[config.mk]
export PLATFORM = sky130hd
export DESIGN_NAME = k_queues_shared_array_flat
export DESIGN_NICKNAME = d
export VERILOG_FILES = /design/src/hw/rtl/kqs_pkg.sv /design/src/hw/rtl/kqs_req_if.sv /design/src/hw/rtl/kqs_rsp_if.sv /design/src/hw/rtl/kqs_store.sv /design/src/hw/rtl/kqs_seq.sv /design/src/hw/rtl/k_queues_shared_array.sv /design/src/flat_wrapper.sv
export VERILOG_INCLUDE_DIRS = /design/src /design/src/hw/rtl
export SDC_FILE = /design/constraint.sdc
export NUM_CORES = 1
export LEC_CHECK = 0
export BUFFER_PORTS_ARGS = -buffer_cell sky130_fd_sc_hd__buf_4
export CAP_MARGIN = 5
export CORE_UTILIZATION = 45
export DETAILED_ROUTE_END_ITERATION = 12
export PLACE_DENSITY = 0.59
export SYNTH_ARGS = -nofsm -noshare
export SYNTH_HDL_FRONTEND = slang
export SYNTH_SLANG_ARGS = --single-unit
[constraint.sdc]
create_clock -name clk_i -period 6.6 [get_ports clk_i]
set_input_delay 0 -clock clk_i [delete_from_list [all_inputs] [get_ports clk_i]]
set_output_delay 0 -clock clk_i [all_outputs]
set_load 0.01 [all_outputs]
[src/hw/rtl/assert_macros.svh]
// Assertion macros shared by the queue block RTL.
// No dependencies; included by files that carry concurrent assertions.
`ifndef ASSERT_MACROS_SVH
`define ASSERT_MACROS_SVH

// Check a property on every rising clock edge outside reset.
`define KQS_ASSERT(lbl, clk, rst_n, prop) \
  lbl: assert property (@(posedge clk) disable iff (!rst_n) (prop)) \
    else $error("%m: assertion failed");

// Check that a condition never holds outside reset.
`define KQS_ASSERT_NEVER(lbl, clk, rst_n, cond) \
  lbl: assert property (@(posedge clk) disable iff (!rst_n) !(cond)) \
    else $error("%m: forbidden condition seen");

`endif

[src/hw/rtl/kqs_pkg.sv]
// Package for the shared-store queue block: widths, status codes, write enables.
// No dependencies.
`timescale 1ns / 1ps

package kqs_pkg;

  // Default sizing, handed to the top-level parameters
  localparam int SLOTS_DEF  = 16;
  localparam int QUEUES_DEF = 4;

  // Fixed payload widths
  localparam int DATA_W = 32;
  localparam int QID_W  = 2;
  localparam int STAT_W = 2;

  // Request kinds
  localparam logic REQ_ENQ = 1'b0;
  localparam logic REQ_DEQ = 1'b1;

  // Response status codes
  localparam logic [STAT_W-1:0] STATUS_OK    = 2'd0;
  localparam logic [STAT_W-1:0] STATUS_FULL  = 2'd1;
  localparam logic [STAT_W-1:0] STATUS_EMPTY = 2'd2;

  // Data returned by a dequeue from an empty queue
  localparam logic [DATA_W-1:0] EMPTY_WORD = 32'hFFFF_FFFF;

  // Write strobes from the sequencer to the store
  typedef struct packed {
    logic link;
    logic data;
    logic head;
    logic tail;
  } kqs_wen_t;

endpackage

[src/hw/rtl/kqs_req_if.sv]
// Request channel: valid/ready handshake carrying one queue request.
// Depends on kqs_pkg.
`timescale 1ns / 1ps

interface kqs_req_if;
  import kqs_pkg::*;

  logic                     valid;
  logic                     ready;
  logic                     req_type;
  logic [QID_W-1:0]         queue_id;
  logic signed [DATA_W-1:0] data_in;

  modport source (output valid, output req_type, output queue_id, output data_in,
                  input ready);
  modport sink   (input valid, input req_type, input queue_id, input data_in,
                  output ready);
endinterface

[src/hw/rtl/kqs_rsp_if.sv]
// Response channel: valid/ready handshake carrying one request result.
// Depends on kqs_pkg.
`timescale 1ns / 1ps

interface kqs_rsp_if;
  import kqs_pkg::*;

  logic                     valid;
  logic                     ready;
  logic signed [DATA_W-1:0] data_out;
  logic [STAT_W-1:0]        status;

  modport source (output valid, output data_out, output status, input ready);
  modport sink   (input valid, input data_out, input status, output ready);
endinterface

[src/hw/rtl/kqs_store.sv]
// Storage for the queues: slot link and data memories, queue head and tail memories.
// Depends on kqs_pkg; all reads are registered, one write port per memory.
`timescale 1ns / 1ps

module kqs_store #(
  parameter int  SLOTS  = kqs_pkg::SLOTS_DEF,
  parameter int  QUEUES = kqs_pkg::QUEUES_DEF,
  localparam int IW     = $clog2(SLOTS),
  localparam int PW     = $clog2(SLOTS + 1),
  localparam int QW     = (QUEUES > 1) ? $clog2(QUEUES) : 1
) (
  input  logic                        clk_i,
  input  kqs_pkg::kqs_wen_t           wen_i,
  input  logic [QW-1:0]               q_addr_i,
  input  logic [IW-1:0]               link_raddr_i,
  input  logic [IW-1:0]               link_waddr_i,
  input  logic [PW-1:0]               link_wdata_i,
  input  logic [IW-1:0]               data_raddr_i,
  input  logic [IW-1:0]               data_waddr_i,
  input  logic [kqs_pkg::DATA_W-1:0]  data_wdata_i,
  input  logic [PW-1:0]               head_wdata_i,
  input  logic [PW-1:0]               tail_wdata_i,
  output logic [PW-1:0]               head_rd_o,
  output logic [PW-1:0]               tail_rd_o,
  output logic [PW-1:0]               link_rd_o,
  output logic [kqs_pkg::DATA_W-1:0]  data_rd_o
);
  import kqs_pkg::*;

  logic [PW-1:0]     link_mem [SLOTS];
  logic [DATA_W-1:0] data_mem [SLOTS];
  logic [PW-1:0]     head_mem [QUEUES];
  logic [PW-1:0]     tail_mem [QUEUES];

  // Slot link memory
  always_ff @(posedge clk_i) begin
    if (wen_i.link) begin
      link_mem[link_waddr_i] <= link_wdata_i;
    end
    link_rd_o <= link_mem[link_raddr_i];
  end

  // Slot data memory
  always_ff @(posedge clk_i) begin
    if (wen_i.data) begin
      data_mem[data_waddr_i] <= data_wdata_i;
    end
    data_rd_o <= data_mem[data_raddr_i];
  end

  // Queue head and tail memories, one shared queue address
  always_ff @(posedge clk_i) begin
    if (wen_i.head) begin
      head_mem[q_addr_i] <= head_wdata_i;
    end
    if (wen_i.tail) begin
      tail_mem[q_addr_i] <= tail_wdata_i;
    end
    head_rd_o <= head_mem[q_addr_i];
    tail_rd_o <= tail_mem[q_addr_i];
  end

endmodule

[src/hw/rtl/kqs_seq.sv]
// Sequencer for the queue block: clearing pass, per-request read/modify steps,
// free-list head and the result register. Depends on kqs_pkg, both channels and assert_macros.svh.
`timescale 1ns / 1ps
`include "assert_macros.svh"

module kqs_seq #(
  parameter int  SLOTS    = kqs_pkg::SLOTS_DEF,
  parameter int  QUEUES   = kqs_pkg::QUEUES_DEF,
  localparam int IW       = $clog2(SLOTS),
  localparam int PW       = $clog2(SLOTS + 1),
  localparam int QW       = (QUEUES > 1) ? $clog2(QUEUES) : 1
) (
  input  logic                        clk_i,
  input  logic                        rst_ni,
  kqs_req_if.sink                     req,
  kqs_rsp_if.source                   rsp,
  output kqs_pkg::kqs_wen_t           wen_o,
  output logic [QW-1:0]               q_addr_o,
  output logic [IW-1:0]               link_raddr_o,
  output logic [IW-1:0]               link_waddr_o,
  output logic [PW-1:0]               link_wdata_o,
  output logic [IW-1:0]               data_raddr_o,
  output logic [IW-1:0]               data_waddr_o,
  output logic [kqs_pkg::DATA_W-1:0]  data_wdata_o,
  output logic [PW-1:0]               head_wdata_o,
  output logic [PW-1:0]               tail_wdata_o,
  input  logic [PW-1:0]               head_rd_i,
  input  logic [PW-1:0]               tail_rd_i,
  input  logic [PW-1:0]               link_rd_i,
  input  logic [kqs_pkg::DATA_W-1:0]  data_rd_i
);
  import kqs_pkg::*;

  localparam int ClrDepth = (SLOTS > QUEUES) ? SLOTS : QUEUES;
  localparam int CW       = $clog2(ClrDepth);
  localparam logic [PW-1:0] NullPtr = PW'(SLOTS);

  localparam logic [2:0] S_INIT = 3'd0;
  localparam logic [2:0] S_IDLE = 3'd1;
  localparam logic [2:0] S_HEAD = 3'd2;
  localparam logic [2:0] S_LINK = 3'd3;
  localparam logic [2:0] S_FIX  = 3'd4;
  localparam logic [2:0] S_DONE = 3'd5;

  logic [2:0]          state_q, state_d;
  logic [CW-1:0]       clr_q, clr_d;
  logic [PW-1:0]       free_q, free_d;
  logic                out_valid_q, out_valid_d;
  logic [DATA_W-1:0]   out_data_q;
  logic [STAT_W-1:0]   out_stat_q;

  logic                deq_q;
  logic                qok_q;
  logic [QW-1:0]       qid_q;
  logic [DATA_W-1:0]   word_q;
  logic                ok_q;
  logic [PW-1:0]       slot_q;
  logic                head_null_q;
  logic [PW-1:0]       tail_q;
  logic [DATA_W-1:0]   res_data_q;
  logic [STAT_W-1:0]   res_stat_q;

  logic                accept;
  logic                load_out;
  logic                head_ok;
  logic                free_ok;
  logic                tail_ok;

  assign req.ready    = (state_q == S_IDLE);
  assign accept       = req.valid && req.ready;
  assign rsp.valid    = out_valid_q;
  assign rsp.data_out = out_data_q;
  assign rsp.status   = out_stat_q;

  assign head_ok = (head_rd_i < NullPtr);
  assign free_ok = (free_q < NullPtr);
  assign tail_ok = (tail_q < NullPtr);

  // Sequence the store accesses for one transaction
  always_comb begin
    state_d      = state_q;
    clr_d        = clr_q;
    free_d       = free_q;
    load_out     = 1'b0;
    wen_o        = '0;
    q_addr_o     = qid_q;
    link_raddr_o = deq_q ? head_rd_i[IW-1:0] : free_q[IW-1:0];
    data_raddr_o = head_rd_i[IW-1:0];
    link_waddr_o = slot_q[IW-1:0];
    link_wdata_o = NullPtr;
    data_waddr_o = slot_q[IW-1:0];
    data_wdata_o = word_q;
    head_wdata_o = slot_q;
    tail_wdata_o = slot_q;
    case (state_q)
      S_INIT: begin
        // Chain every slot into the free list and empty every queue
        q_addr_o     = clr_q[QW-1:0];
        link_waddr_o = clr_q[IW-1:0];
        link_wdata_o = PW'(clr_q) + PW'(1);
        head_wdata_o = NullPtr;
        wen_o.link   = (int'(clr_q) < SLOTS);
        wen_o.head   = (int'(clr_q) < QUEUES);
        clr_d        = clr_q + CW'(1);
        if (clr_q == CW'(ClrDepth - 1)) begin
          state_d = S_IDLE;
        end
      end
      S_IDLE: begin
        q_addr_o = QW'(req.queue_id);
        if (accept) begin
          state_d = S_HEAD;
        end
      end
      S_HEAD: begin
        state_d = S_LINK;
      end
      S_LINK: begin
        state_d = S_DONE;
        if (ok_q && !deq_q) begin
          // Enqueue: pop the free list, write the word, append to the queue
          free_d     = link_rd_i;
          wen_o.data = 1'b1;
          wen_o.tail = 1'b1;
          if (head_null_q) begin
            wen_o.head = 1'b1;
            wen_o.link = 1'b1;
          end else begin
            link_waddr_o = tail_q[IW-1:0];
            link_wdata_o = slot_q;
            wen_o.link   = tail_ok;
            state_d      = S_FIX;
          end
        end else if (ok_q) begin
          // Dequeue: advance the head, push the slot onto the free list
          wen_o.head   = 1'b1;
          head_wdata_o = link_rd_i;
          wen_o.link   = 1'b1;
          link_wdata_o = free_q;
          free_d       = slot_q;
        end
      end
      S_FIX: begin
        // Terminate the newly appended slot
        wen_o.link = 1'b1;
        state_d    = S_DONE;
      end
      S_DONE: begin
        if (!out_valid_q || rsp.ready) begin
          load_out = 1'b1;
          state_d  = S_IDLE;
        end
      end
      default: begin
        state_d = S_IDLE;
      end
    endcase
  end

  assign out_valid_d = load_out || (out_valid_q && !rsp.ready);

  // Control state
  always_ff @(posedge clk_i or negedge rst_ni) begin
    if (!rst_ni) begin
      state_q     <= S_INIT;
      clr_q       <= '0;
      free_q      <= '0;
      out_valid_q <= 1'b0;
    end else begin
      state_q     <= state_d;
      clr_q       <= clr_d;
      free_q      <= free_d;
      out_valid_q <= out_valid_d;
    end
  end

  // Capture the request, the decoded pointers and the result
  always_ff @(posedge clk_i) begin
    if (accept) begin
      deq_q  <= (req.req_type == REQ_DEQ);
      qok_q  <= (int'(req.queue_id) < QUEUES);
      qid_q  <= QW'(req.queue_id);
      word_q <= req.data_in;
    end
    if (state_q == S_HEAD) begin
      ok_q        <= qok_q && (deq_q ? head_ok : free_ok);
      slot_q      <= deq_q ? head_rd_i : free_q;
      head_null_q <= !head_ok;
      tail_q      <= tail_rd_i;
    end
    if (state_q == S_LINK) begin
      if (deq_q) begin
        res_data_q <= ok_q ? data_rd_i : EMPTY_WORD;
        res_stat_q <= ok_q ? STATUS_OK : STATUS_EMPTY;
      end else begin
        res_data_q <= '0;
        res_stat_q <= ok_q ? STATUS_OK : STATUS_FULL;
      end
    end
    if (load_out) begin
      out_data_q <= res_data_q;
      out_stat_q <= res_stat_q;
    end
  end

  // Free-list head is a slot or null, never beyond
  `KQS_ASSERT(a_free_in_range, clk_i, rst_ni, free_q <= NullPtr)
  // A slot never links to itself
  `KQS_ASSERT_NEVER(a_no_self_link, clk_i, rst_ni, wen_o.link && (PW'(link_waddr_o) == link_wdata_o))
  // A good dequeue returns its slot to the free list
  `KQS_ASSERT(a_deq_frees_slot, clk_i, rst_ni, (state_q == S_LINK && ok_q && deq_q) |=> (free_q == $past(slot_q)))
  // A result appears only out of the hand-off step
  `KQS_ASSERT(a_result_from_done, clk_i, rst_ni, $rose(out_valid_q) |-> $past(state_q == S_DONE))

endmodule

[src/hw/rtl/k_queues_shared_array.sv]
// Each request runs through states HEAD (head and tail reads), LINK (dependent link and data
// reads, store writes) and DONE (response hand-off); an enqueue onto a non-empty queue also
// passes FIX to terminate the new slot. Request ready is high only in IDLE.
// The response register lets the next request in while a response waits to be taken.
// Reset: async, active low; then a clearing pass over every slot and queue with
// request ready held low, after which every slot is free and every queue empty.
`timescale 1ns / 1ps

module k_queues_shared_array #(
  parameter int SLOTS  = kqs_pkg::SLOTS_DEF,
  parameter int QUEUES = kqs_pkg::QUEUES_DEF
) (
  input  logic      clk_i,
  input  logic      rst_ni,
  kqs_req_if.sink   req,
  kqs_rsp_if.source rsp
);
  import kqs_pkg::*;

  localparam int IW = $clog2(SLOTS);
  localparam int PW = $clog2(SLOTS + 1);
  localparam int QW = (QUEUES > 1) ? $clog2(QUEUES) : 1;

  kqs_wen_t          wen;
  logic [QW-1:0]     q_addr;
  logic [IW-1:0]     link_raddr;
  logic [IW-1:0]     link_waddr;
  logic [PW-1:0]     link_wdata;
  logic [IW-1:0]     data_raddr;
  logic [IW-1:0]     data_waddr;
  logic [DATA_W-1:0] data_wdata;
  logic [PW-1:0]     head_wdata;
  logic [PW-1:0]     tail_wdata;
  logic [PW-1:0]     head_rd;
  logic [PW-1:0]     tail_rd;
  logic [PW-1:0]     link_rd;
  logic [DATA_W-1:0] data_rd;

  // Sequencer
  kqs_seq #(
    .SLOTS  (SLOTS),
    .QUEUES (QUEUES)
  ) u_seq (
    .clk_i        (clk_i),
    .rst_ni       (rst_ni),
    .req          (req),
    .rsp          (rsp),
    .wen_o        (wen),
    .q_addr_o     (q_addr),
    .link_raddr_o (link_raddr),
    .link_waddr_o (link_waddr),
    .link_wdata_o (link_wdata),
    .data_raddr_o (data_raddr),
    .data_waddr_o (data_waddr),
    .data_wdata_o (data_wdata),
    .head_wdata_o (head_wdata),
    .tail_wdata_o (tail_wdata),
    .head_rd_i    (head_rd),
    .tail_rd_i    (tail_rd),
    .link_rd_i    (link_rd),
    .data_rd_i    (data_rd)
  );

  // Slot and queue storage
  kqs_store #(
    .SLOTS  (SLOTS),
    .QUEUES (QUEUES)
  ) u_store (
    .clk_i        (clk_i),
    .wen_i        (wen),
    .q_addr_i     (q_addr),
    .link_raddr_i (link_raddr),
    .link_waddr_i (link_waddr),
    .link_wdata_i (link_wdata),
    .data_raddr_i (data_raddr),
    .data_waddr_i (data_waddr),
    .data_wdata_i (data_wdata),
    .head_wdata_i (head_wdata),
    .tail_wdata_i (tail_wdata),
    .head_rd_o    (head_rd),
    .tail_rd_o    (tail_rd),
    .link_rd_o    (link_rd),
    .data_rd_o    (data_rd)
  );

endmodule
[src/flat_wrapper.sv]
// flat-port wrapper written by rule: the top's interface ports become plain ports
module k_queues_shared_array_flat import kqs_pkg::*;
#(
  parameter int SLOTS  = kqs_pkg::SLOTS_DEF,
  parameter int QUEUES = kqs_pkg::QUEUES_DEF
)
  (clk_i, rst_ni, req_valid, req_req_type, req_queue_id, req_data_in, req_ready, rsp_valid, rsp_data_out, rsp_status, rsp_ready);
  kqs_req_if req_i ();
  kqs_rsp_if rsp_i ();
  input  logic clk_i;
  input  logic rst_ni;
  input wire logic [$bits(req_i.valid)-1:0] req_valid;
  input wire logic [$bits(req_i.req_type)-1:0] req_req_type;
  input wire logic [$bits(req_i.queue_id)-1:0] req_queue_id;
  input wire logic [$bits(req_i.data_in)-1:0] req_data_in;
  output wire logic [$bits(req_i.ready)-1:0] req_ready;
  output wire logic [$bits(rsp_i.valid)-1:0] rsp_valid;
  output wire logic [$bits(rsp_i.data_out)-1:0] rsp_data_out;
  output wire logic [$bits(rsp_i.status)-1:0] rsp_status;
  input wire logic [$bits(rsp_i.ready)-1:0] rsp_ready;
  assign req_i.valid = req_valid;
  assign req_i.req_type = req_req_type;
  assign req_i.queue_id = req_queue_id;
  assign req_i.data_in = req_data_in;
  assign req_ready = req_i.ready;
  assign rsp_valid = rsp_i.valid;
  assign rsp_data_out = rsp_i.data_out;
  assign rsp_status = rsp_i.status;
  assign rsp_i.ready = rsp_ready;
  k_queues_shared_array #(.SLOTS(SLOTS), .QUEUES(QUEUES)) u_core (.clk_i(clk_i), .rst_ni(rst_ni), .req(req_i), .rsp(rsp_i));
endmodule
Yosys cells after proc, flatten, opt, wreduce, memory -nomap -nowiden
Memory sizes are Yosys's and may differ from the RTL's. A register that Yosys moved wholly into a read port is not among the register bits.
Cells that the tools add are included.
{"block": "word_totals", "memories": 4, "ramBits": 632, "regBits": 128}
{"block": "classes", "add_sub_neg": 2, "magnitude_cmp": 4, "eq_ne": 9, "n_mux": 43, "n_reduce_logical": 14}
{"name": "u_core.u_store.data_mem", "depth": 16, "width": 32, "read_ports": 1, "rd_ports_with_merged_regs": 1, "write_ports": 1, "line": "kqs_store.sv:31", "rtl": "logic [DATA_W-1:0] data_mem [SLOTS];"}
{"name": "u_core.u_store.link_mem", "depth": 16, "width": 5, "read_ports": 1, "rd_ports_with_merged_regs": 1, "write_ports": 1, "line": "kqs_store.sv:30", "rtl": "logic [PW-1:0] link_mem [SLOTS];"}
{"name": "u_core.u_store.head_mem", "depth": 4, "width": 5, "read_ports": 1, "rd_ports_with_merged_regs": 1, "write_ports": 1, "line": "kqs_store.sv:32", "rtl": "logic [PW-1:0] head_mem [QUEUES];"}
{"name": "u_core.u_store.tail_mem", "depth": 4, "width": 5, "read_ports": 1, "rd_ports_with_merged_regs": 1, "write_ports": 1, "line": "kqs_store.sv:33", "rtl": "logic [PW-1:0] tail_mem [QUEUES];"}
{"operator": "5-bit two-way mux", "count": 8}
{"operator": "32-bit two-way mux", "count": 1}
{"operator": "5-bit case mux with 2 select lines", "count": 2}
{"operator": "1-bit two-way mux", "count": 19}
{"operator": "3-bit case mux with 6 select lines", "count": 1}
{"operator": "5-bit < comparator, second input constant", "count": 3}
{"operator": "4-bit two-way mux", "count": 3}
{"operator": "3-bit two-way mux", "count": 3}
{"operator": "4-bit case mux with 2 select lines", "count": 1}
{"operator": "3-bit by 2-bit == test with 1-bit output, second input constant", "count": 2}
{"operator": "3-bit == test, second input constant", "count": 2}
{"operator": "4-bit by 1-bit adder with 5-bit output, second input constant", "count": 1}
{"operator": "4-bit by 1-bit adder with 4-bit output, second input constant", "count": 1}
{"operator": "4-bit == test, second input constant", "count": 1}
{"operator": "1-bit logical NOT", "count": 4}
{"operator": "4-bit by 3-bit < comparator with 1-bit output, second input constant", "count": 1}
{"operator": "2-bit two-way mux", "count": 2}
{"operator": "2-bit != test, second input constant", "count": 2}
{"operator": "1-bit case mux with 2 select lines", "count": 2}
{"operator": "2-bit case mux with 2 select lines", "count": 1}
{"operator": "3-bit by 1-bit == test with 1-bit output, second input constant", "count": 1}
{"operator": "1-bit logical AND", "count": 3}
{"operator": "3-bit logical NOT", "count": 1}
{"operator": "3-bit AND reduction", "count": 1}
{"operator": "other kinds (5)", "count": 6}

Logic depth before layout (Yosys ltp)
Gate-level depths: netlist of the first run.
{"block": "logic_depth", "word_depth": 6, "depth_mapped": 7}

By module
Synthesis of the first run repeated with hierarchy kept, for this count alone.
{"block": "unflattened", "cells_unflattened": 1391, "area_unflattened_um2": 29747.3}
{"mod": "kqs_store", "instances": 1, "area_each_um2": 24748.7, "seq_area_each_um2": 19919.1, "cells_each": 1066}
{"mod": "kqs_seq", "instances": 1, "area_each_um2": 4998.5, "seq_area_each_um2": 3778.6, "cells_each": 325}

Worst setup path after synthesis of the first run
OpenSTA, ideal clock, no wires.
{"block": "synth_timing", "kind": "register to register", "start": "reg u_core.u_seq.state_q[2]", "end": "mem u_core.u_store.data_mem[4][0], enable pin", "stages_incl_launch_ff": 5, "arrival_ps": 3630, "slack_ps": 2509, "cell_sequence": "dfrtp_1 > buf_2 > nand4b_1 > or4_1 > nor3_1"}
{"block": "synth_via", "elab_chain_cells": 4}
{"item": "from (decl)", "line": "kqs_seq.sv:45", "rtl": "logic [2:0] state_q, state_d;"}
{"item": "from (signal assigned)", "line": "kqs_seq.sv:170", "rtl": "state_q <= state_d;"}
{"item": "3-bit by 2-bit == test with 1-bit output", "line": "kqs_seq.sv:95", "rtl": "case (state_q)"}
{"item": "1-bit two-way mux", "line": "kqs_seq.sv:95"}
{"item": "1-bit two-way mux", "line": "kqs_store.sv:45", "rtl": "if (wen_i.data) begin"}
{"item": "1-bit two-way mux (implied by the code)", "line": "kqs_store.sv:46", "rtl": "data_mem[data_waddr_i] <= data_wdata_i;"}
{"item": "to (decl)", "line": "kqs_store.sv:31"}
No other way between the ends.

Final worst setup path of the first run
{"block": "layout_timing", "start": "reg u_core.u_seq.state_q[2]", "end": "mem u_core.u_store.link_mem[10][3] (netlist name), enable pin"}
{"block": "layout_via", "elab_chain_cells": 5, "word_cells_on_any_way": 8}
{"item": "3-bit == test / 3-bit logical NOT (equally long branches)", "line": "kqs_seq.sv:95"}
{"item": "2-bit OR reduction (no line)"}
{"item": "1-bit case mux with 2 select lines", "line": "kqs_seq.sv:95"}
{"item": "1-bit two-way mux", "line": "kqs_store.sv:37", "rtl": "if (wen_i.link) begin"}
{"item": "1-bit two-way mux (implied by the code)", "line": "kqs_store.sv:38", "rtl": "link_mem[link_waddr_i] <= link_wdata_i;"}
{"item": "to (decl)", "line": "kqs_store.sv:30"}
Several ways; a longest one is shown, not always the timed one.

==> results of run 1 <==
==> placed cells by master, fill, tap and decap left out, types with 3 or more instances in the layout <==
cell / netlist / layout
clkbuf_16: 0 / 86
inv_1: 38 / 38
a22o_1: 4 / 4
bufinv_16: 0 / 8
mux2i_1: 7 / 7
clkbuf_8: 0 / 8
mux4_2: 190 / 190
buf_4: 1 / 102
dfxtp_1: 47 / 44
nand2_1: 43 / 43
o21ai_0: 9 / 9
dfrtp_1: 13 / 13
nor4_1: 18 / 18
nor3_2: 0 / 4
dlygate4sd3_1: 0 / 39
xnor2_1: 3 / 3
clkinv_2: 0 / 15
nor2_1: 30 / 17
buf_12: 0 / 4
clkinv_1: 0 / 7
nor2b_1: 4 / 4
a22oi_1: 3 / 3
clkinvlp_4: 0 / 3
mux2_2: 5 / 5
clkbuf_1: 34 / 22
o32ai_1: 3 / 3
mux2i_2: 3 / 3
a21boi_0: 32 / 32
nand2b_1: 5 / 5
o22ai_1: 6 / 5
nand4_1: 6 / 6
nand3_1: 3 / 3
edfxtp_1: 747 / 747
inv_6: 0 / 3
nor2_4: 0 / 13
==> how the worst min path moves through the flow <==
stage / endpoint / cells past startpoint / from / slack (ns)
6_report: u_core.u_seq.data_wdata_o[21] / 2 / req_data_in[21] / 0.10
5_1_grt: u_core.u_seq.data_wdata_o[20] / 2 / req_data_in[20] / 0.09
4_1_cts: u_core.u_seq.data_wdata_o[21] / 2 / req_data_in[21] / 0.07
3_5_place_dp: u_core.u_seq.rsp.valid / 1 / rst_ni / -0.13
3_3_place_gp: u_core.u_seq.rsp.valid / 1 / rst_ni / -0.13
2_1_floorplan: u_core.u_seq.clr_q[0] / 0 / rst_ni / -0.30
==> final cells by class <==
cell class              instances  share of cell area [%]
flip-flops and latches        807                    68.1
multi-input cells             414                    16.8
clock buffers                 116                    6.74
repair buffers                145                    3.55
well taps                     864                    3.11
clock inverters                39                    1.25
inverters                      40                   0.432
==> logic make-up (layout without fill, tap and decap cells) <==
kind of cell             count (synthesis)  in the layout  share of synthesized area, %
buffers and inverters                  103            340                          1.45
adder cells (fa/ha/maj)                  1              1                        0.0419
XOR/XNOR                                 5              5                         0.147
AND/OR/NAND/NOR                        128            128                          2.16
multiplexers                           205            205                          14.9
AO/OA/AOI/OAI                           75             75                          1.88
flip-flops                             807            807                          79.4
==> layer usage <==
layer / share of wire (%) / global-route usage (%) / wire length [um]
met1: 44 / 26.2 / 26700
met2: 50 / 30.4 / 30300
met3: 4.5 / 2.71 / 2760
met4: 2.4 / 6.06 / 1460
met5: 0 / 0 / 0
==> worst reg2reg max path, stage by stage, from the launching register on <==
cell and delay [ns]:
dfrtp_1 0.52, nand3b_2 0.36, inv_2 0.38, buf_4 0.53
mux2i_2 0.39, a21boi_1 0.26, nor4_1 0.99
==> state kept, by name, indices dropped and copies added (netlist names), 20 cells and up <==
| signal | cells |
|---|---|
| u_core.u_store.data_mem | 512 |
| u_core.u_store.link_mem | 80 |
| u_core.u_seq.data_wdata_o | 32 |
| u_core.u_seq.res_data_q | 32 |
| u_core.u_seq.rsp.data_out | 32 |
| u_core.u_store.data_rd_o | 32 |
| u_core.u_store.head_mem | 20 |
| u_core.u_store.tail_mem | 20 |
==> what timing repair did <==
| action | in CTS | in global routing |
|---|---|---|
| hold buffers | 39 | 0 |
| endpoints found under the hold margin | 52 | 0 |
| buffers inserted | 0 | 0 |
==> per-stage QoR <==
step / cells / util [%] / hold WS (ns) / cell area (um^2) / power [mW]
floorplan: 1324 / - / -0.296 / 29800 / 9.22
global placement: 2229 / 48.1 / -0.131 / 31600 / 10.3
detailed placement: 2231 / 48.2 / -0.134 / 31600 / 10.3
CTS: 2425 / 53.0 / 0.0698 / 34800 / 15.1
global route: 2425 / 53.0 / 0.0906 / 34800 / 15.5
finish: 2425 / 53.0 / 0.102 / 34800 / 14.9
==> power by group through the flow <==
stage	registers, mW	logic (mW)	clock network, mW
after floorplan	6.71	2.51	0
final	6.88	3.29	4.71
after CTS	6.89	3.37	4.82
after detailed placement	7.00	3.34	0
after global routing	6.95	3.56	5.00
after global placement	6.98	3.32	0
==> key figures, run 1 <==
Synthesis
  • Synth top area share: between 70% and 80%
  • Synth cell types: 58
  • Synth Flop Type: edfxtp_1
  • Syn_area_per_cell: approximately 23 um^2
  • FFs w/ async S/R, synth: 1.61%
  • Warnings from Yosys: 0
  • Count leader, synth: edfxtp_1
  • #FFs+latches synth: 807
  • Ranking of synthesized cells by area: edfxtp_1 (75%), mux4_2 (14%), dfxtp_1 (3.2%), dfrtp_1 (1.1%), a21boi_0 (0.81%)
  • Mapped Cells: about 1300
  • Cell Area, Synth: ~0.030 mm^2
  • Synth area leader: edfxtp_1
  • Post-synth EDFFs: 747
  • Syn Nets: 1364
  • Top post-synthesis cells by count: edfxtp_1 (747), mux4_2 (190), dfxtp_1 (47)
  • Seq/Total Area, Yosys: between 70 and 80%

Setup path
  • Slowest stage delay, CP: between 0.9 and 1 ns
  • Worst Setup SP: u_core.u_seq.state_q[2]
  • CP Max Fanout: 25
  • Flop2flop setup slack: 2.77 ns
  • CP Class: reg -> reg
  • CP Depth: 6
  • CP endpoint: u_core.u_store.link_mem[10][3]
  • Worst EP required: about 7 ns
  • Type of origin of the critical path: flip-flop
  • R2R cell count: 6
  • Crit path max-delay family: simple AND/OR/NAND/NOR gates
  • R2r startpoint: u_core.u_seq.state_q[2]
  • Critical Path AT: 4.05 ns
  • Setup crit end kind: flip-flop
  • Worst r2r dst: u_core.u_store.link_mem[10][3]
  • Worst path slowest cell: nor4_1
  • Critical-path cell list: nand3b_2 -> inv_2 -> buf_4 -> mux2i_2 -> a21boi_1 -> nor4_1
  • Buffer and inverter count on the worst path: 2

Global route
  • Grt total ovfl: 0
  • Number of global-route vias before repair: roughly 14000
  • Initial antenna violation count: 0
  • Pin count of the biggest net entering global routing: between 100 and 150
  • First-pass GRT wire length: 91.8 mm
  • Total GRT Usage: approximately a fifth

Clocking
  • Later-pin clock latency in the skew report: 0.63 ns
  • CTS resizes: 0
  • TritonCTS clock tree: done
  • Worst-path clk slew: 0.06 ns
  • CTS H-tree depth: 3
  • CTS max path bufs: 3
  • Num Clock Sinks: around 810
  • CTS root buffer: clkbuf_16
  • Total CTS buffers: 83

Run
  • Max-cap viol count: 0

Finish
  • Layout fillers: roughly 5100
  • Footprint of the multi-input gates: between 0.005 and 0.006 mm^2
  • Reg area: 0.0237 mm^2
  • Layout cells sized above 1: 29.6%
  • Nets: about 1500
  • Diodes inserted: 0
  • Area delta synth->final: 16.6%

Power
  • Pwr dens: about 430 mW/mm^2
  • Int Pwr: roughly 11 mW
  • Sw frac: ~27%
  • Clock power share: a little under a third
  • Combinational share of power: between 20 and 25%
  • Leakage power: roughly 11 nW
  • Net load switching power: a little over 4 mW
  • Register share of total power: a little under half
  • VDD IR max: about 0.43 mV

Floorplan
  • Die X: ~260 um
  • Initial Util: around 45%
  • CORE AREA: roughly 0.066 mm^2
  • # rows: 94
  • Area of the die: ~0.067 mm^2
  • IO Count: 75
  • Die Span Y: 260 um

STA
  • Setup TNS: 0 ns
  • RSZ-0062 raised after global routing: false
  • Final worst setup slack: between 2 and 3 ns
  • Period minus WS final: around 3.8 ns
  • Measured slew at the worst slew-check pin: about 1.2 ns
  • Worst Skew: roughly 0.022 ns
  • Slew headroom: approximately 17%
  • Final hold violation count: 0
  • Fmax: around 260 MHz
  • # setup viols final: 0
  • Fin crit share: 58.0%
  • Final Max Slew Viols: 0

Routing
  • Antenna-violating nets left: 0
  • WL final: around 60 mm
  • Via count: about 13000
  • DRT iter0 DRCs: 979
  • DRC viols: 0
  • Vias per cell: 5.56
  • Drt pass-1 iters: 5
  • Wire per inst: roughly 25 um

Run status
  • Run status: finished clean

Placed design
  • PortBufs: 74
  • Hpwl dp: between 30 and 40 mm
  • Final Wtd Congestion: between 0.8 and 0.9
  • DP Worst Slack: 2.70 ns

Min path
  • Hold Path Class: in -> reg
Power figures use the tool's default switching activity.
==> run 2, diff against run 1 <==
--- a/config.mk
+++ b/config.mk
@@ -10,7 +10,7 @@
 export CAP_MARGIN = 5
 export CORE_UTILIZATION = 45
 export DETAILED_ROUTE_END_ITERATION = 12
-export PLACE_DENSITY = 0.59
+export PLACE_DENSITY = 0.61
 export SYNTH_ARGS = -nofsm -noshare
 export SYNTH_HDL_FRONTEND = slang
 export SYNTH_SLANG_ARGS = --single-unit
==> constraint.sdc (replaced) <==
create_clock -name clk_i -period 3.4 [get_ports clk_i]
set_input_delay 0 -clock clk_i [delete_from_list [all_inputs] [get_ports clk_i]]
set_output_delay 0 -clock clk_i [all_outputs]
set_load 0.01 [all_outputs]
==> run 2 against run 1 <==
Non-clock buffer count grew 46. Global-route usage is 0.54 points higher. Final cell count rose by 1.6%. Setup slack got worse by 2.3 ns. Final area up 0.79%.
==> key figures, run 2 (synthesis gave the netlist of run 1 again) <==
Placed design
  • DP Worst Slack: ~0.49 ns
  • PortBufs: 74
  • Placed Cells: approximately 2300
  • Final Wtd Congestion: between 0.8 and 0.9
  • Placed inst area: between 0.03 and 0.04 mm^2
  • Hpwl dp: about 37 mm

Setup path
  • Slowest stage delay, CP: around 0.91 ns
  • Buffer and inverter count on the worst path: 0
  • Critical Path AT: approximately 3.2 ns
  • Type of origin of the critical path: flip-flop
  • Critical-path cell list: nor3_4 -> mux2i_2 -> a221o_1 -> nor4_1
  • CP Max Fanout: 13
  • CP Class: reg -> reg
  • Setup crit end kind: flip-flop
  • Worst EP required: about 3.6 ns
  • Worst path slowest cell: nor4_1
  • Crit path max-delay family: simple AND/OR/NAND/NOR gates

Power
  • Sw frac: approximately 28%
  • Int Pwr: 20.7 mW
  • VDD IR max: between 0.4 and 0.5 mV
  • Pwr Total: 28.7 mW
  • Combinational share of power: ~23%
  • Pwr dens: between 800 and 900 mW/mm^2
  • Clock power share: 30.4%
  • Leakage power: 11.5 nW
  • Net load switching power: 7.98 mW
  • Register share of total power: 46.8%

Finish
  • Final core utilization: 53.4%
  • Finished Layout Cells: 2465
  • Diodes inserted: 0
  • Nets: about 1600
  • Fin area: 0.0351 mm^2
  • Most common cell after layout, fill and taps aside: edfxtp_1
  • Number of flip-flops in the largest register: just over 500
  • Layout cells sized above 1: 31.4%
  • Most frequent cells in the layout: edfxtp_1 (747), mux4_2 (190), buf_4 (142), clkbuf_16 (82), dfxtp_1 (44)
  • Area delta synth->final: 17.5%
  • Largest regs: u_core.u_store.data_mem (512), u_core.u_store.link_mem (80)
  • Largest register by flop count: u_core.u_store.data_mem

Floorplan
  • Area of the die: roughly 0.067 mm^2
  • Initial Util: 45.5%
  • IO Count: 75
  • Die X: 260 um
  • CORE AREA: around 0.066 mm^2
  • Die Span Y: about 260 um
  • # rows: 94

STA
  • Fin crit share: a little under nine tenths
  • Fmax: around 340 MHz
  • Worst Skew: roughly 0.017 ns
  • Slew headroom: 21.8%
  • RSZ-0062 raised after global routing: false
  • # setup viols final: 0
  • Final hold violation count: 0
  • Final worst setup slack: roughly 0.47 ns
  • Measured slew at the worst slew-check pin: ~1.2 ns
  • Final Max Slew Viols: 0
  • Setup TNS: 0 ns
  • Period minus WS final: between 2 and 3 ns
  • Worst hold margin: between 0.09 and 0.1 ns

Routing
  • Vias per cell: between 5 and 6
  • Via count: around 14000
  • DRT iter0 DRCs: ~1200
  • Antenna-violating nets left: 0
  • Drt pass-1 iters: 7
  • Wire per inst: between 20 and 30 um
  • DRC viols: 0
  • WL final: 63.1 mm

Clocking
  • Later-pin clock latency in the skew report: 0.62 ns
  • CTS resizes: 0
  • Total CTS buffers: 81
  • CTS root buffer: clkbuf_16
  • Post-cts hold buffer count: 39
  • CTS H-tree depth: 3
  • Post-CTS setup buffers: 0
  • Num Clock Sinks: a little over 800
  • CTS max path bufs: 3
  • Worst-path clk slew: approximately 0.060 ns
  • TritonCTS clock tree: done

Run status
  • Run status: finished clean

Global route
  • Pin count of the biggest net entering global routing: 41
  • Grt total ovfl: 0
  • Initial antenna violation count: 1
  • Number of global-route vias before repair: 14400
  • Total GRT Usage: 19.2%
  • First-pass GRT wire length: 93.8 mm

Run
  • Max-cap viol count: 0

Min path
  • Hold Path Class: in -> reg
==> run 2: worst register-to-register path: stages (launching register included) <==
cell	delay, ns
dfrtp_1	0.55
nor3_4	0.46
mux2i_2	0.18
a221o_1	0.44
nor4_1	0.91
==> run 2: layout make-up <==
class,count,area [um^2]
fillers,5056,30600
flip-flops and latches,807,23700
multi-input cells,414,5850
clock buffers,101,2150
repair buffers,191,1660
well taps,864,1080
clock inverters,48,462
inverters,40,150
==> run 2: path summary, 6_finish.rpt <==
path | start | to | slack (ns) | depth (start not counted)
worst min-delay path | req_data_in[12] | u_core.u_seq.data_wdata_o[12] | 0.1 | 2
max in group asynchronous | rst_ni | u_core.u_seq.clr_q[0] | 2.45 | 3
worst min register to register | u_core.u_store.tail_rd_o[2] | u_core.u_seq.tail_q[2] | 0.40 | 0
worst max-delay path | u_core.u_seq.state_q[0] | u_core.u_store.link_mem[7][1] | 0.47 | 4
min in group asynchronous | rst_ni | u_core.u_seq.clr_q[2] | 0.52 | 3
worst max register to register | u_core.u_seq.state_q[0] | u_core.u_store.link_mem[7][1] | 0.47 | 4
==> run 2: per-layer routing <==
layer / track usage [%] / wire (um) / up-vias / part of all wire [%]
li1: - / - / 5920 / -
met1: 26.9 / 27400 / 7398 / 43
met2: 31.1 / 31100 / 398 / 49
met3: 3.49 / 3560 / 79 / 5.6
met4: 5.52 / 1140 / 2 / 1.8
met5: 0 / 13 / - / 0.021
==> run 2: power by group through the flow <==
stage | combinational, mW | clock, mW | sequential [mW]
final | 6.54 | 8.73 | 13.4
after global routing | 7.05 | 9.27 | 13.6
after CTS | 6.69 | 8.91 | 13.4
after detailed placement | 6.63 | 0 | 13.6
after global placement | 6.59 | 0 | 13.6
after floorplan | 4.87 | 0 | 13.0
==> run 3, diff against run 2 <==
--- a/config.mk
+++ b/config.mk
@@ -10,7 +10,7 @@
 export CAP_MARGIN = 5
 export CORE_UTILIZATION = 45
 export DETAILED_ROUTE_END_ITERATION = 12
-export PLACE_DENSITY = 0.61
+export PLACE_DENSITY = 0.59
 export SYNTH_ARGS = -nofsm -noshare
 export SYNTH_HDL_FRONTEND = slang
 export SYNTH_SLANG_ARGS = --single-unit
==> constraint.sdc (replaced) <==
create_clock -name clk_i -period 3.3 [get_ports clk_i]
set_input_delay 0 -clock clk_i [delete_from_list [all_inputs] [get_ports clk_i]]
set_output_delay 0 -clock clk_i [all_outputs]
set_load 0.01 [all_outputs]
==> run 3 against run 2 <==
Non-clock buffer count did not move. Count of clock-buffer cells in the layout increased by 8. Clock skew up 0.016 ns. First-iteration DRC count is 5.9% lower. Combinational power rose by 4.6%. Global-route usage increased by 0.12 points. Power rose by 5.5%. Core utilization grew 0.42 points. Routed wire length increased by 0.18%. Critical path type unchanged. Largest cell class unchanged. Largest power group unchanged. Highest routed layer is now met4.
==> key figures, run 3 (synthesis gave the netlist of run 1 again) <==
Global route
  • Grt total ovfl: 0
  • Pin count of the biggest net entering global routing: between 50 and 60
  • Total GRT Usage: between 10% and 20%
  • Number of global-route vias before repair: 14400
  • Initial antenna violation count: 0
  • First-pass GRT wire length: about 95 mm

Power
  • Pwr dens: around 860 mW/mm^2
  • Sw frac: 27.6%
  • Combinational share of power: between 20% and 30%
  • VDD IR max: approximately 0.4 mV
  • Leakage power: 11.6 nW
  • Int Pwr: between 20 and 25 mW
  • Net load switching power: 8.37 mW
  • Clock power share: 31.8%
  • Register share of total power: a little under half

STA
  • Period minus WS final: 2.75 ns
  • Measured slew at the worst slew-check pin: ~0.83 ns
  • Fin crit share: between 80% and 90%
  • Setup TNS: 0 ns
  • RSZ-0062 raised after global routing: false
  • Final hold violation count: 0
  • Fmax: 364 MHz
  • Final Max Slew Viols: 0
  • Worst Skew: between 0.03 and 0.04 ns
  • Worst hold margin: between 0.07 and 0.08 ns
  • # setup viols final: 0
  • Slew headroom: 44.4%

Floorplan
  • Die X: 260 um
  • IO Count: 75
  • # rows: 94
  • CORE AREA: 0.0656 mm^2
  • Area of the die: slightly below 0.07 mm^2
  • Initial Util: a little under half
  • Die Span Y: ~260 um

Setup path
  • Worst path slowest cell: a221o_1
  • Worst EP required: between 3 and 4 ns
  • Slowest stage delay, CP: ~0.48 ns
  • CP most frequent cell: buf_4
  • CP Class: reg -> reg
  • CP Max Fanout: 17
  • Type of origin of the critical path: flip-flop
  • Setup crit end kind: flip-flop
  • Critical-path cell list: buf_4 -> nor3b_2 -> mux2i_2 -> a221o_1 -> nor4_1 -> buf_4
  • Critical Path AT: 3.07 ns
  • Flop2flop setup slack: between 0.5 and 0.6 ns

Finish
  • Diodes inserted: 0
  • Most common cell after layout, fill and taps aside: edfxtp_1
  • Largest register by flop count: u_core.u_store.data_mem
  • Most frequent cells in the layout: edfxtp_1 (747), mux4_2 (190), buf_4 (139), clkbuf_16 (86), dfxtp_1 (44)
  • Nets: between 1500 and 2000
  • Area delta synth->final: 18.4%
  • Reg area: around 0.024 mm^2
  • Largest regs: u_core.u_store.data_mem (512), u_core.u_store.link_mem (80)
  • Layout cells sized above 1: 31.8%
  • Number of flip-flops in the largest register: around 500
  • Layout fillers: 4998
  • Footprint of the multi-input gates: 0.00585 mm^2

Routing
  • Via count: 13700
  • Wire length on met3: between 2 and 3 mm
  • Drt pass-1 iters: 5
  • Antenna-violating nets left: 0
  • Post-Route M1 WL: ~28 mm
  • DRT iter0 DRCs: roughly 1200
  • Highest Signal Layer: met4
  • Wire per inst: 25.6 um
  • DRC viols: 0
  • WL final: around 63 mm
  • Vias per cell: about 5.5
  • Metal2 WL: between 30 and 40 mm

Run
  • Max-cap viol count: 0

Clocking
  • CTS H-tree depth: 3
  • Worst-path clk slew: 0.06 ns
  • CTS resizes: 0
  • CTS max path bufs: 3
  • Post-CTS setup buffers: 0
  • Num Clock Sinks: about 810
  • Total CTS buffers: 83
  • TritonCTS clock tree: done
  • Post-cts hold buffer count: 39
  • CTS root buffer: clkbuf_16
  • Later-pin clock latency in the skew report: around 0.64 ns

Placed design
  • Hpwl dp: 37.8 mm
  • Final Wtd Congestion: slightly below 0.9
  • PortBufs: 74

Min path
  • Hold Path Class: in -> reg

Run status
  • Run status: finished clean
[run 3: cell types whose count changed in the layout (fill, tap and decap cells not counted)]
cell	previous run	this run
clkbuf_8	3	9
clkinv_1	11	12
clkinv_2	18	14
clkbuf_16	82	86
clkinv_8	3	1
clkinv_4	0	1
bufinv_16	7	10
clkinvlp_4	6	3
inv_6	3	5
clkbuf_1	16	14
buf_4	142	139
inv_16	0	1
buf_12	10	13
[run 3: layer usage]
metal / vias to the layer above / track usage, %
met5: - / 0
met3: 81 / 2.97
met1: 7328 / 27.5
met4: 0 / 6.32
li1: 5932 / -
met2: 376 / 30.9
[run 3: path summary, 6_finish.rpt]
check | from | end | depth (start not counted)
setup / recovery | u_core.u_seq.ok_q | u_core.u_store.link_mem[1][4] | 6
hold / removal | req_data_in[11] | u_core.u_seq.data_wdata_o[11] | 2
hold reg to reg | u_core.u_store.tail_rd_o[2] | u_core.u_seq.tail_q[2] | 0
max in group asynchronous | rst_ni | u_core.u_seq.clr_q[2] | 3
min in group asynchronous | rst_ni | u_core.u_seq.free_q[3] | 3
setup reg to reg | u_core.u_seq.ok_q | u_core.u_store.link_mem[1][4] | 6
[run 3: layout make-up]
class / instances / area share, %
sequential: 807 / 67.1
multi-input combinational: 414 / 16.6
clock buffer: 109 / 6.59
timing repair buffer: 191 / 4.79
tap: 864 / 3.06
clock inverter: 47 / 1.49
inverter: 40 / 0.425
[run 3: power by group through the flow]
stage | Clock, mW | Combinational [mW] | Sequential, mW
final | 9.64 | 6.84 | 13.8
after global routing | 10.2 | 7.38 | 13.9
after floorplan | 0 | 5.02 | 13.4
after CTS | 9.87 | 7.02 | 13.8
after detailed placement | 0 | 6.95 | 14.0
after global placement | 0 | 6.90 | 14.0
[run 3: critical path: cells and delay by family (launching register included)]
kind,cells,cell delay (ns)
simple gates,2,0.87
buf+inv,2,0.49
compound gates,1,0.48
flops,1,0.38
mux,1,0.19
[run 3: metrics by stage]
stage / cell area [um^2] / power, mW / setup WS (ns) / cells / util (%)
4_1_cts: 35300 / 30.7 / 0.600 / 2472 / 53.8
3_3_place_gp: 32100 / 20.9 / 0.633 / 2277 / 48.9
5_1_grt: 35300 / 31.6 / 0.439 / 2472 / 53.8
6_report: 35300 / 30.3 / 0.553 / 2472 / 53.8
2_1_floorplan: 29900 / 18.4 / 0.0765 / 1324 / -
3_5_place_dp: 32100 / 21.0 / 0.623 / 2277 / 48.9
